`config.mk`:
```
export PLATFORM = sky130hd
export DESIGN_NAME = aarch64_next_pc_resolver_top
export DESIGN_NICKNAME = d
export VERILOG_FILES = /design/src/hw/rtl/anpr_pkg.sv /design/src/hw/rtl/anpr_decode.sv /design/src/hw/rtl/aarch64_next_pc_resolver_top.sv
export SDC_FILE = /design/constraint.sdc
export NUM_CORES = 1
export LEC_CHECK = 0
export BUFFER_PORTS_ARGS = -buffer_cell sky130_fd_sc_hd__buf_2
export CORE_ASPECT_RATIO = 0.75
export CORE_MARGIN = 8
export CORE_UTILIZATION = 50
export CTS_CLUSTER_DIAMETER = 80
export DETAILED_ROUTE_END_ITERATION = 8
export GPL_TIMING_DRIVEN = 1
export PLACE_DENSITY_LB_ADDON = 0.15
export SLEW_MARGIN = 15
export SYNTH_ARGS = -nofsm -noshare
export SYNTH_HDL_FRONTEND = slang
export SYNTH_HIERARCHICAL = 1
export SYNTH_SLANG_ARGS = --single-unit
```
`constraint.sdc`:
```
create_clock -name clk -period 16 [get_ports clk]
set_clock_uncertainty 0.1 [all_clocks]
set_input_delay 3.2 -clock clk [delete_from_list [all_inputs] [get_ports clk]]
set_output_delay 3.2 -clock clk [all_outputs]
set_load 0.03 [all_outputs]
```
`src/hw/rtl/anpr_pkg.sv`:
```
// anpr_pkg: types, opcode masks and status codes for the AArch64 next-PC resolver.
// No dependencies; imported by every module of the block.
package anpr_pkg;

  localparam int unsigned PcW   = 64;
  localparam int unsigned InsnW = 32;
  localparam int unsigned FlagW = 4;
  localparam int unsigned RegW  = 64;

  localparam int unsigned InDataW  = 168;  // pc, insn, nzcv, reg_value, zero pad
  localparam int unsigned OutDataW = 72;   // next_pc, taken, zero pad

  localparam logic [InsnW-1:0] MASK_B    = 32'hFC00_0000;
  localparam logic [InsnW-1:0] OP_B      = 32'h1400_0000;
  localparam logic [InsnW-1:0] OP_BL     = 32'h9400_0000;
  localparam logic [InsnW-1:0] MASK_BCC  = 32'hFF00_0000;
  localparam logic [InsnW-1:0] OP_BCC    = 32'h5400_0000;
  localparam logic [InsnW-1:0] MASK_CMPT = 32'h7E00_0000;
  localparam logic [InsnW-1:0] OP_CB     = 32'h3400_0000;
  localparam logic [InsnW-1:0] OP_TB     = 32'h3600_0000;
  localparam logic [InsnW-1:0] MASK_BR   = 32'hFFFF_FC1F;
  localparam logic [InsnW-1:0] OP_BR     = 32'hD61F_0000;
  localparam logic [InsnW-1:0] OP_BLR    = 32'hD63F_0000;
  localparam logic [InsnW-1:0] OP_RET    = 32'hD65F_0000;
  localparam logic [InsnW-1:0] MASK_BRG  = 32'hFE00_0000;
  localparam logic [InsnW-1:0] OP_BRG    = 32'hD600_0000;
  localparam logic [InsnW-1:0] MASK_OP2  = 32'h001F_0000;

  localparam logic [4:0] REG_ZR = 5'd31;

  typedef enum logic [1:0] {
    ST_OK    = 2'd0,
    ST_UNDEC = 2'd1,
    ST_FAULT = 2'd2
  } status_t;

  typedef struct packed {
    logic [RegW-1:0]  reg_value;
    logic [FlagW-1:0] nzcv;
    logic             fetch_fault;
    logic [InsnW-1:0] insn;
    logic [PcW-1:0]   pc;
  } in_item_t;

  typedef struct packed {
    status_t        status;
    logic           taken;
    logic [PcW-1:0] next_pc;
  } res_t;

endpackage

```
`src/hw/rtl/anpr_decode.sv`:
```
// anpr_decode: combinational branch decode, condition check and target add.
// Depends on anpr_pkg.
module anpr_decode
  import anpr_pkg::*;
(
  input  in_item_t item,
  output res_t     res
);

  logic [InsnW-1:0] w;
  logic             is_b;
  logic             is_bcc;
  logic             is_cb;
  logic             is_tb;
  logic             is_br;
  logic             is_undec;
  logic             cond_ok;
  logic             cond_raw;
  logic [RegW-1:0]  rt_val;
  logic [RegW-1:0]  rn_val;
  logic [RegW-1:0]  cb_val;
  logic [5:0]       bitno;
  logic             cb_hit;
  logic             tb_hit;
  logic [PcW-1:0]   off_b;
  logic [PcW-1:0]   off_19;
  logic [PcW-1:0]   off_14;
  logic [PcW-1:0]   offset;
  logic [PcW-1:0]   sum;
  status_t          status_c;
  logic             taken_c;
  logic             n_f;
  logic             z_f;
  logic             c_f;
  logic             v_f;

  assign w   = item.insn;
  assign n_f = item.nzcv[3];
  assign z_f = item.nzcv[2];
  assign c_f = item.nzcv[1];
  assign v_f = item.nzcv[0];

  assign is_b     = ((w & MASK_B) == OP_B) || ((w & MASK_B) == OP_BL);
  assign is_bcc   = (w & MASK_BCC) == OP_BCC;
  assign is_cb    = (w & MASK_CMPT) == OP_CB;
  assign is_tb    = (w & MASK_CMPT) == OP_TB;
  assign is_br    = ((w & MASK_BR) == OP_BR) || ((w & MASK_BR) == OP_BLR)
                 || ((w & MASK_BR) == OP_RET);
  assign is_undec = ((w & MASK_BRG) == OP_BRG) && ((w & MASK_OP2) != '0);

  always_comb begin
    case (w[3:1])
      3'd0:    cond_raw = z_f;
      3'd1:    cond_raw = c_f;
      3'd2:    cond_raw = n_f;
      3'd3:    cond_raw = v_f;
      3'd4:    cond_raw = c_f && !z_f;
      3'd5:    cond_raw = (n_f == v_f);
      3'd6:    cond_raw = !z_f && (n_f == v_f);
      default: cond_raw = 1'b1;
    endcase
  end

  // odd codes invert, except NV which is always true
  assign cond_ok = (w[0] && (w[3:0] != 4'hF)) ? !cond_raw : cond_raw;

  assign rt_val = (w[4:0] == REG_ZR) ? '0 : item.reg_value;
  assign rn_val = (w[9:5] == REG_ZR) ? '0 : item.reg_value;
  assign cb_val = w[31] ? rt_val : {32'd0, rt_val[31:0]};
  assign cb_hit = w[24] ? (cb_val != '0) : (cb_val == '0);
  assign bitno  = {w[31], w[23:19]};
  assign tb_hit = w[24] ? rt_val[bitno] : !rt_val[bitno];

  assign off_b  = {{36{w[25]}}, w[25:0], 2'b00};
  assign off_19 = {{43{w[23]}}, w[23:5], 2'b00};
  assign off_14 = {{48{w[18]}}, w[18:5], 2'b00};

  always_comb begin
    status_c = ST_OK;
    taken_c  = 1'b0;
    offset   = 64'd4;
    if (item.fetch_fault) begin
      status_c = ST_FAULT;
    end else if (is_b) begin
      offset  = off_b;
      taken_c = 1'b1;
    end else if (is_bcc) begin
      if (cond_ok) begin
        offset  = off_19;
        taken_c = 1'b1;
      end
    end else if (is_cb) begin
      if (cb_hit) begin
        offset  = off_19;
        taken_c = 1'b1;
      end
    end else if (is_tb) begin
      if (tb_hit) begin
        offset  = off_14;
        taken_c = 1'b1;
      end
    end else if (is_br) begin
      taken_c = 1'b1;
    end else if (is_undec) begin
      status_c = ST_UNDEC;
    end
  end

  assign sum = item.pc + offset;

  always_comb begin
    res.status  = status_c;
    res.taken   = taken_c;
    res.next_pc = sum;
    if (status_c != ST_OK) begin
      res.next_pc = '0;
    end else if (is_br) begin
      res.next_pc = rn_val;
    end
  end

endmodule

```
`src/hw/rtl/aarch64_next_pc_resolver_top.sv`:
```
// aarch64_next_pc_resolver_top: input register, branch decode, result register.
// Depends on anpr_pkg and anpr_decode.
//
//  channel | dir | tdata                                  | tuser
//  in_     | in  | pc, insn, nzcv, reg_value (168 bits)   | fetch_fault
//  out_    | out | next_pc, taken (72 bits)               | status
//
// One transfer per cycle sustained while the sink keeps out_tready high.
// The decode and one 64-bit adder sit between the two registers.
// Synchronous active-low reset empties both stages.
// A stalled result holds; the input register still takes a transfer while it is empty.
module aarch64_next_pc_resolver_top
  import anpr_pkg::*;
(
  input  logic                clk,
  input  logic                rst_n,
  input  logic                in_tvalid,
  output logic                in_tready,
  input  logic [InDataW-1:0]  in_tdata,   // [63:0] pc, [95:64] insn, [99:96] nzcv,
                                          // [163:100] reg_value, [167:164] zero
  input  logic                in_tuser,   // [0] fetch_fault
  output logic                out_tvalid,
  input  logic                out_tready,
  output logic [OutDataW-1:0] out_tdata,  // [63:0] next_pc, [64] taken, [71:65] zero
  output logic [1:0]          out_tuser   // [1:0] status
);

  logic     s1_valid_r;
  logic     s1_valid_nxt;
  in_item_t s1_item_r;
  logic     out_valid_r;
  logic     out_valid_nxt;
  res_t     out_res_r;
  res_t     dec_res;
  logic     adv;
  logic     in_xfer;
  in_item_t in_item;

  assign in_item = '{reg_value:   in_tdata[163:100],
                     nzcv:        in_tdata[99:96],
                     fetch_fault: in_tuser,
                     insn:        in_tdata[95:64],
                     pc:          in_tdata[63:0]};

  assign adv       = !out_valid_r || out_tready;
  assign in_tready = adv || !s1_valid_r;
  assign in_xfer   = in_tvalid && in_tready;

  assign s1_valid_nxt  = in_xfer ? 1'b1 : (adv ? 1'b0 : s1_valid_r);
  assign out_valid_nxt = adv ? s1_valid_r : out_valid_r;

  anpr_decode u_decode (
    .item (s1_item_r),
    .res  (dec_res)
  );

  always_ff @(posedge clk) begin
    if (!rst_n) begin
      s1_valid_r  <= 1'b0;
      out_valid_r <= 1'b0;
    end else begin
      s1_valid_r  <= s1_valid_nxt;
      out_valid_r <= out_valid_nxt;
    end
  end

  always_ff @(posedge clk) begin
    if (in_xfer) begin
      s1_item_r <= in_item;
    end
    if (adv && s1_valid_r) begin
      out_res_r <= dec_res;
    end
  end

  assign out_tvalid = out_valid_r;
  assign out_tdata  = {7'd0, out_res_r.taken, out_res_r.next_pc};
  assign out_tuser  = out_res_r.status;

endmodule

```
==> results.toml, run 1 <==
[status]
status = "completed"

[sta]
worst_slew_pin_slew_ns = 1.09
fin_crit_ns = 7.50
setup_violations = 0
holdWs_ns = 0.435
fin_crit_sh = 0.469
timing.fmax_mhz = 133
rsz0062_at_grt = "no"
drv_slew = 0
finalHoldViolations = 0
maxSlewHeadroom = 0.272
setup_ws_ns = 8.50
fin_setup_tns_ns = 0

[power]
p_per_area_mw_per_mm2 = 96.6
internal_power_w = 0.00110
peakVddDrop_uv = 77.7
p_switching_w = 0.000373
p_comb_frac = 0.109
pwr-share-seq = 0.505
swShare = 0.253
power_frac_clock = 0.386
leakage_nw = 6.24

[setup_path]
setup.worst_path.start_class = "flip-flop"
crit_path_top_delay_cell = "a2111oi_1"
path_buf_inv = 2
endpoint_kind = "flip-flop"
crit_family = "compound AO/OA/AOI/OAI gates"
slowest_delay_ns = 0.61
worstPathRequired_ns = 16.18
arrival_ns = 7.68
critPathKind = "reg -> reg"
cp_max_fo = 31

[global_routing]
grt_usage = 0.233
grt_pass1_vias = 9940
grt_antenna_before_repair = 2
grt_pass1_wl_um = 57800
grt_overflow_total = 0
grt_max_degree = 81

[placement]
dp_slack_ns = 8.74
port_buffers = 237
gp_congestion = 0.909
dpl.hpwl_um = 28100

[clock_tree]
cts_setup_buffers = 0
clk_latency_ns = 0.54
cts_tree = "yes"
ctsResizeCount = 0
cts_hold_buf = 0
clockRootBuffer = "clkbuf_16"
htree_levels = 1
clkTransAtPathRegs_ns = 0.06
clockBufferDepth = 3
clock-sinks = 234
cts_buffers = 25

[drt]
ant_nets = 0
wirelength_um = 38100
firstDrtPassIters = 8
vias = 10300
routedWlPerCell_um = 22.1
drt-initial-drc-count = 1035
remaining_drc_errors = 0
via_per_inst = 5.98

[cells_and_area]
area_delta_synth_final_pct = 17.4
nets = 1593
final_cell_mix = "237 x buf_2, 232 x edfxtp_1, 105 x a21oi_1"
final_common_cell = "buf_2"
drive_gt1_frac = 0.234

[die]
initial_utilization = 0.505
die_h_um = 156
rows = 51
ios = 249
die_area_mm2 = 0.0314
die_width_um = 202
coreArea_mm2 = 0.0257

[run]
drv_cap = 0

[yosys]
syn-instance-count = 1141
synth_edf_count = 232
syn-mean-instance-area_um2 = 11.4
async_flop_share = 0
synthDistinctLibCells = 82
syn_area_mm2 = 0.0130
ys_seq_area_frac = 0.539
synth_warnings = 6
ys.flop_type = "edfxtp_1"
synth_seq_cells = 234

[worst_hold_path]
hold_class = "reg -> reg"
## state kept, by name, summed over array words and instances (netlist names)
| register | count |
|---|---|
| out_tdata | 65 |
| out_tuser | 2 |
| out_tvalid | 1 |
| s1_item_r | 165 |
| s1_valid_r | 1 |
## per-stage QoR
step                total power, W  instance area [um^2]  utilization  instances
CTS                        0.00149                 15200        0.593       1721
global route               0.00152                 15200        0.593       1723
detailed placement        0.000915                 14400        0.561       1675
floorplan                 0.000857                 13000            -       1147
global placement          0.000912                 14400        0.561       1675
finish                     0.00147                 15200        0.593       1723
## synth_stat cells (10+ instances only)
cell,n,area (um^2)
and3_1,10,62.6
a22oi_1,17,128
mux2i_1,24,240
clkbuf_1,46,173
nand2_1,95,357
o21bai_1,13,97.6
nand3_1,64,320
xor2_1,18,158
nor2b_1,14,87.6
nand4_1,13,81.3
buf_4,10,75.1
xnor2_1,38,333
o21a_1,15,113
nand2b_1,12,75.1
ha_1,61,763
a31oi_1,12,75.1
inv_1,20,75.1
a21oi_1,106,531
nor2_1,64,240
nor3_1,12,60.1
edfxtp_1,232,6970
a211oi_1,11,82.6
o21ai_0,45,225
a21o_1,39,293
nor4_1,19,119
## logic make-up after synthesis
kind of cell               Yosys count  synth area share
AOI/OAI and AO/OA                  333             0.171
DFF                                234             0.539
adders and majority gates           62            0.0603
other                                1          0.000289
buffers and inverters               83            0.0296
xor gates and xnor gates            57            0.0390
and+or+nand+nor                    341             0.132
muxes                               30            0.0289
## power groups by stage
stage	logic (W)	clock network, W	registers [W]
detailed placement	0.000159	0	0.000756
floorplan	0.0000907	0	0.000766
CTS	0.000160	0.000584	0.000743
finish	0.000160	0.000569	0.000743
global placement	0.000157	0	0.000755
global route	0.000174	0.000604	0.000747
## worst min-delay path, cell delays in order, from the launching register on
cell      delay, ns
dfxtp_1        0.34
nand3b_4       0.09
a21boi_1       0.05
## layout make-up
cell class / count / area, um^2
Fill cell: 2162 / 10500
Sequential cell: 234 / 7010
Multi-Input combinational cell: 830 / 5650
Timing Repair Buffer: 247 / 1260
Clock buffer: 27 / 633
Tap cell: 344 / 430
Clock inverter: 19 / 181
Inverter: 20 / 75.1
Antenna cell: 2 / 5.00
## metal layers
layer / GRT usage / vias to the layer above / share of wire
met3: 0.0498 / 48 / 0.087
met1: 0.353 / 4990 / 0.47
met4: 0.0520 / 0 / 0.019
li1: - / 4824 / -
met2: 0.336 / 450 / 0.42
met5: 0 / - / 0
## final timing paths
check                                    from  cells past startpoint             to  slack, ns
worst min-delay path               out_tvalid                      2     s1_valid_r       0.44
worst min register to register     out_tvalid                      2     s1_valid_r       0.44
worst max register to register  s1_item_r[83]                     26  out_tdata[48]       8.50
worst max-delay path            s1_item_r[83]                     26  out_tdata[48]       8.50
(Power assumes the default switching activity.)
==> inputs of run 2 (changes only) <==
ABC_AREA = 1   (was not set)
clock period = 7.1 ns   (was 16 ns; I/O delays follow)
==> run 2 against run 1 <==
Hold slack lost 0.035 ns. Fmax up 15%. Synthesized area is 7.5% higher. Critical path type unchanged. Non-clock buffer count grew 10. Register-to-register slack got worse by 7.9 ns.
==> results.toml, run 2 <==
[yosys]
synth_top_area_share = 0.499
ys.flop_type = "edfxtp_1"
synth_seq_cells = 234
syn_area_mm2 = 0.0140
async_flop_share = 0
synth.most_common_cell = "edfxtp_1"
syn-instance-count = 1571
synth_top_area_cell = "edfxtp_1"
synthDistinctLibCells = 52
synth_warnings = 6
synth.area.top_cells = "edfxtp_1 50%, nand2_1 5.9%, inv_1 5.9%"
synthTopCellsByCount = "232 x edfxtp_1, 221 x nand2_1, 220 x inv_1, 164 x a21oi_1, 139 x nor2_1"
syn-mean-instance-area_um2 = 8.89
synth_edf_count = 232
ys_seq_area_frac = 0.502

[power]
p_switching_w = 0.000898
p_per_area_mw_per_mm2 = 203
leakage_nw = 7.35
power_frac_clock = 0.354
pwr-share-seq = 0.506
peakVddDrop_uv = 173
internal_power_w = 0.00239
p_comb_frac = 0.140
finalPower_w = 0.00329
swShare = 0.273

[cells_and_area]
drive_gt1_frac = 0.176
area_delta_synth_final_pct = 16.2
final_common_cell = "buf_2"
num_antenna_cells = 0
largest_reg_flops = 165
top_register = "s1_item_r"
final_util = 0.585
fill_cells = 2505
final_cell_mix = "237 x buf_2, 232 x edfxtp_1, 220 x nand2_1"
nets = 2036

[drt]
drt-initial-drc-count = 1584
vias = 12400
via_per_inst = 5.72
wirelength_um = 46200
firstDrtPassIters = 6
routedWlPerCell_um = 21.3
remaining_drc_errors = 0
ant_nets = 0

[global_routing]
grt_antenna_before_repair = 0
grt_usage = 0.265
grt_max_degree = 104
grt_pass1_wl_um = 68300
grt_pass1_vias = 11500
grt_overflow_total = 0

[worst_hold_path]
hold_class = "reg -> reg"

[clock_tree]
clockRootBuffer = "clkbuf_16"
cts_hold_buf = 0
clkTransAtPathRegs_ns = 0.06
clk_latency_ns = 0.56
cts_setup_buffers = 0
clock-sinks = 234
cts_tree = "yes"
htree_levels = 1
cts_buffers = 24
clockBufferDepth = 3
ctsResizeCount = 0

[placement]
dpl.hpwl_um = 36000
port_buffers = 237
gp_congestion = 0.971

[setup_path]
arrival_ns = 6.74
worst_path_most_repeated_cell = "nand2_1"
crit_path_top_delay_cell = "a21boi_0"
endpoint_kind = "flip-flop"
critPathKind = "reg -> reg"
slowest_delay_ns = 0.57
path_buf_inv = 6
setup.worst_path.start_class = "flip-flop"
crit_family = "compound AO/OA/AOI/OAI gates"
cp_max_fo = 54
worstPathRequired_ns = 7.31

[sta]
maxSlewHeadroom = 0.319
setup_violations = 0
fin_setup_tns_ns = 0
drv_slew = 0
fin_crit_sh = 0.920
timing.fmax_mhz = 153
rsz0062_at_grt = "no"
fin_crit_ns = 6.53
worst_slew_pin_slew_ns = 1.02
finalHoldViolations = 0

[die]
die_h_um = 161
initial_utilization = 0.504
coreArea_mm2 = 0.0277
die_area_mm2 = 0.0336
ios = 249
rows = 53
die_width_um = 209

[status]
status = "completed"

[run]
drv_cap = 0
## run 2: changes by cell type in the layout (fill, tap and decap cells not counted), moves of 24 or more
cell / before / now
nand2_1: 95 / 220
mux2i_1: 24 / 0
nand3_1: 63 / 135
a21o_1: 39 / 6
nor2_1: 63 / 139
inv_1: 20 / 219
a21oi_1: 105 / 163
o21ai_0: 45 / 105
## run 2: worst paths after layout
| check | start | end | slack (ns) | cells after the start |
|---|---|---|---|---|
| worst max register to register | s1_item_r[66] | out_tdata[46] | 0.57 | 36 |
| worst max-delay path | s1_item_r[66] | out_tdata[46] | 0.57 | 36 |
| worst min-delay path | s1_valid_r | s1_valid_r | 0.40 | 2 |
| worst min register to register | s1_valid_r | s1_valid_r | 0.40 | 2 |
## run 2: logic make-up (layout without fill, tap and decap cells)
kind of cell / Yosys count / in the layout / synth area share
simple gates: 550 / 550 / 0.171
fa+ha+maj: 62 / 62 / 0.0561
compound gates: 396 / 396 / 0.163
xor+xnor: 41 / 41 / 0.0257
flops: 234 / 234 / 0.502
other cells: 1 / 7 / 0.000269
buf+inv: 287 / 527 / 0.0824
## run 2: final cells by class
type | count | area [um^2] | area share
repair buffers | 257 | 1350 | 0.0832
inverters | 228 | 861 | 0.0531
flip-flops and latches | 234 | 7010 | 0.432
well taps | 357 | 447 | 0.0276
multi-input cells | 1056 | 5840 | 0.360
clock buffers | 29 | 619 | 0.0382
clock inverters | 13 | 92.6 | 0.00571
## run 2: power groups by stage
stage | Sequential [W] | Combinational, W | Clock (W)
finish | 0.00166 | 0.000461 | 0.00116
floorplan | 0.00172 | 0.000252 | 0
global route | 0.00167 | 0.000503 | 0.00123
global placement | 0.00169 | 0.000445 | 0
detailed placement | 0.00169 | 0.000451 | 0
CTS | 0.00166 | 0.000454 | 0.00119
## run 2: layer usage
layer | GRT usage | up-vias | wire [um]
li1 | - | 5914 | -
met1 | 0.400 | 5826 | 21200
met2 | 0.372 | 634 | 18800
met3 | 0.0759 | 55 | 5240
met4 | 0.0531 | 0 | 909
met5 | 0 | - | 0
## run 2: worst reg2reg max path, delay by kind of cell (launching register included)
family	cells	cell delay, ns
AO/OA/AOI/OAI	12	2.90
AND/OR/NAND/NOR	17	1.45
buffers and inverters	6	0.97
flip-flops	1	0.52
adder cells (fa/ha/maj)	1	0.37
## run 2: per-stage QoR
stage                     cells  hold slack [ns]  instance area (um^2)  setup slack (ns)
after floorplan            1577            0.361                 14000              1.56
after global placement     2132            0.386                 15500             0.762
after detailed placement   2132            0.397                 15500             0.645
after CTS                  2174            0.406                 16200             0.619
after global routing       2174            0.430                 16200            0.0854
final                      2174            0.400                 16200             0.566
==> inputs of run 3 (changes only) <==
ABC_AREA = not set   (was 1)
==> run 3 against run 2 <==
Fmax is 2.2% lower. Sequential power hardly changed. Register-to-register slack worse by 0.15 ns. Die area down 6.4%. Critical path depth decreased by 14. Sequential share of layout area is 2.2 points higher. Wire length shrank 17%. Combinational power shrank 19%. Global-route usage is 2.9 points lower. Highest routed layer is now met5.
==> results.toml, run 3 (synthesized netlist as in run 1, its figures left out) <==
[clock_tree]
cts_buffers = 24
htree_levels = 1
clock-sinks = 234
clockRootBuffer = "clkbuf_16"
clockBufferDepth = 3
clk_latency_ns = 0.54
cts_tree = "yes"
clkTransAtPathRegs_ns = 0.06
cts_hold_buf = 0

[sta]
maxSlewHeadroom = 0.399
fin_setup_tns_ns = 0
fin_crit_sh = 0.941
timing.fmax_mhz = 150
finalHoldViolations = 0
drv_slew = 0
worst_slew_pin_slew_ns = 0.900
fin_crit_ns = 6.68
rsz0062_at_grt = "no"
setup_violations = 0

[global_routing]
grt_overflow_total = 0
grt_usage = 0.236
grt_pass1_wl_um = 58500
grt_pass1_vias = 9989
grt_max_degree = 166
grt_antenna_before_repair = 2

[power]
peakVddDrop_uv = 210
leakage_nw = 6.35
finalPower_w = 0.00329
p_per_area_mw_per_mm2 = 213

[drt]
ant_nets = 0
vias = 10400
wirelength_um = 38400
firstDrtPassIters = 7
via_per_inst = 5.93
drt-initial-drc-count = 992
remaining_drc_errors = 0
routedWlPerCell_um = 22.0

[placement]
gp_congestion = 0.906
port_buffers = 237
dpl.hpwl_um = 28200
dp_cells = 1696

[setup_path]
endpoint_kind = "flip-flop"
critPathKind = "reg -> reg"
setup.worst_path.start_class = "flip-flop"
worstPathRequired_ns = 7.35
arrival_ns = 6.93
cp_max_fo = 15

[die]
rows = 51
die_h_um = 156
coreArea_mm2 = 0.0257
initial_utilization = 0.505
ios = 249
die_area_mm2 = 0.0314
die_width_um = 202

[cells_and_area]
nets = 1620
final_cells = 1748
top_register = "s1_item_r"
largest_reg_flops = 165
area_delta_synth_final_pct = 18.8
final_util = 0.600
final_common_cell = "buf_2"
final_cell_mix = "237 x buf_2, 232 x edfxtp_1, 105 x a21oi_1"
drive_gt1_frac = 0.248

[worst_hold_path]
hold_class = "reg -> reg"

[status]
status = "completed"

[run]
drv_cap = 0
==> run 3: cell count changes in the layout (fill, tap and decap cells not counted), moves of 11 or more <==
cell,delta
o21ai_0,-61
a22oi_1,+17
nand2b_1,+11
xnor2_1,+22
nand3_1,-72
buf_4,+18
mux2i_1,+24
nor2b_1,+13
inv_1,-199
o211ai_1,-15
nor2_1,-76
a21oi_1,-58
nand2_1,-125
a21o_1,+33
==> run 3: critical path: stages, from the launching register on <==
cell	delay, ns
edfxtp_1	0.65
and2_1	0.32
a22oi_1	0.22
a211oi_2	0.11
o311ai_0	0.50
o311ai_0	0.22
nor3b_1	0.20
o32ai_2	0.32
a21oi_1	0.24
o21a_1	0.23
ha_1	0.42
nand4_1	0.19
or4_1	0.59
o21bai_1	0.18
o211a_1	0.12
o31a_1	0.16
o31ai_2	0.44
a21oi_1	0.17
o21ai_0	0.21
a211oi_1	0.10
a2111oi_0	0.55
a31oi_1	0.08
nor2_1	0.17
==> run 3: timing repair <==
item	CTS	global route
setup buffers	0	7
resized for setup	0	1
setup endpoints to repair	0	6
==> run 3: final cells by class <==
class	count	area, um^2
tap	344	430
fill	2207	10300
timing repair buffer	275	1480
clock buffer	25	604
clock inverter	18	169
antenna	2	5.00
inverter	20	75.1
multi-input combinational	830	5650
sequential	234	7010
==> run 3: routing by layer <==
| layer | GRT usage | wire, um |
|---|---|---|
| met2 | 0.332 | 15700 |
| met3 | 0.0697 | 3910 |
| met1 | 0.352 | 17900 |
| met4 | 0.0586 | 882 |
| met5 | 0 | 11 |
==> run 3: final timing paths <==
kind	cells past startpoint	end	startpoint	slack, ns
min reg2reg	2	s1_valid_r	out_tvalid	0.45
max	22	out_tdata[40]	s1_item_r[84]	0.42
max reg2reg	22	out_tdata[40]	s1_item_r[84]	0.42
min	2	s1_valid_r	out_tvalid	0.45
==> run 3: per-stage QoR <==
| step | hold slack [ns] | setup WS (ns) | area, um^2 |
|---|---|---|---|
| floorplan | 0.414 | 0.583 | 13000 |
| global placement | 0.413 | 0.487 | 14600 |
| detailed placement | 0.438 | 0.450 | 14600 |
| CTS | 0.448 | 0.436 | 15400 |
| global route | 0.466 | 0.0259 | 15400 |
| finish | 0.445 | 0.419 | 15400 |
==> run 3: report_power, final <==
group	total, W	switching, W	internal [W]	leakage, nW
logic	0.000374	0.000231	0.000143	3.72
clock network	0.00125	0.000549	0.000697	0.368
registers	0.00167	0.0000579	0.00161	2.27
total	0.00329	0.000838	0.00245	6.35
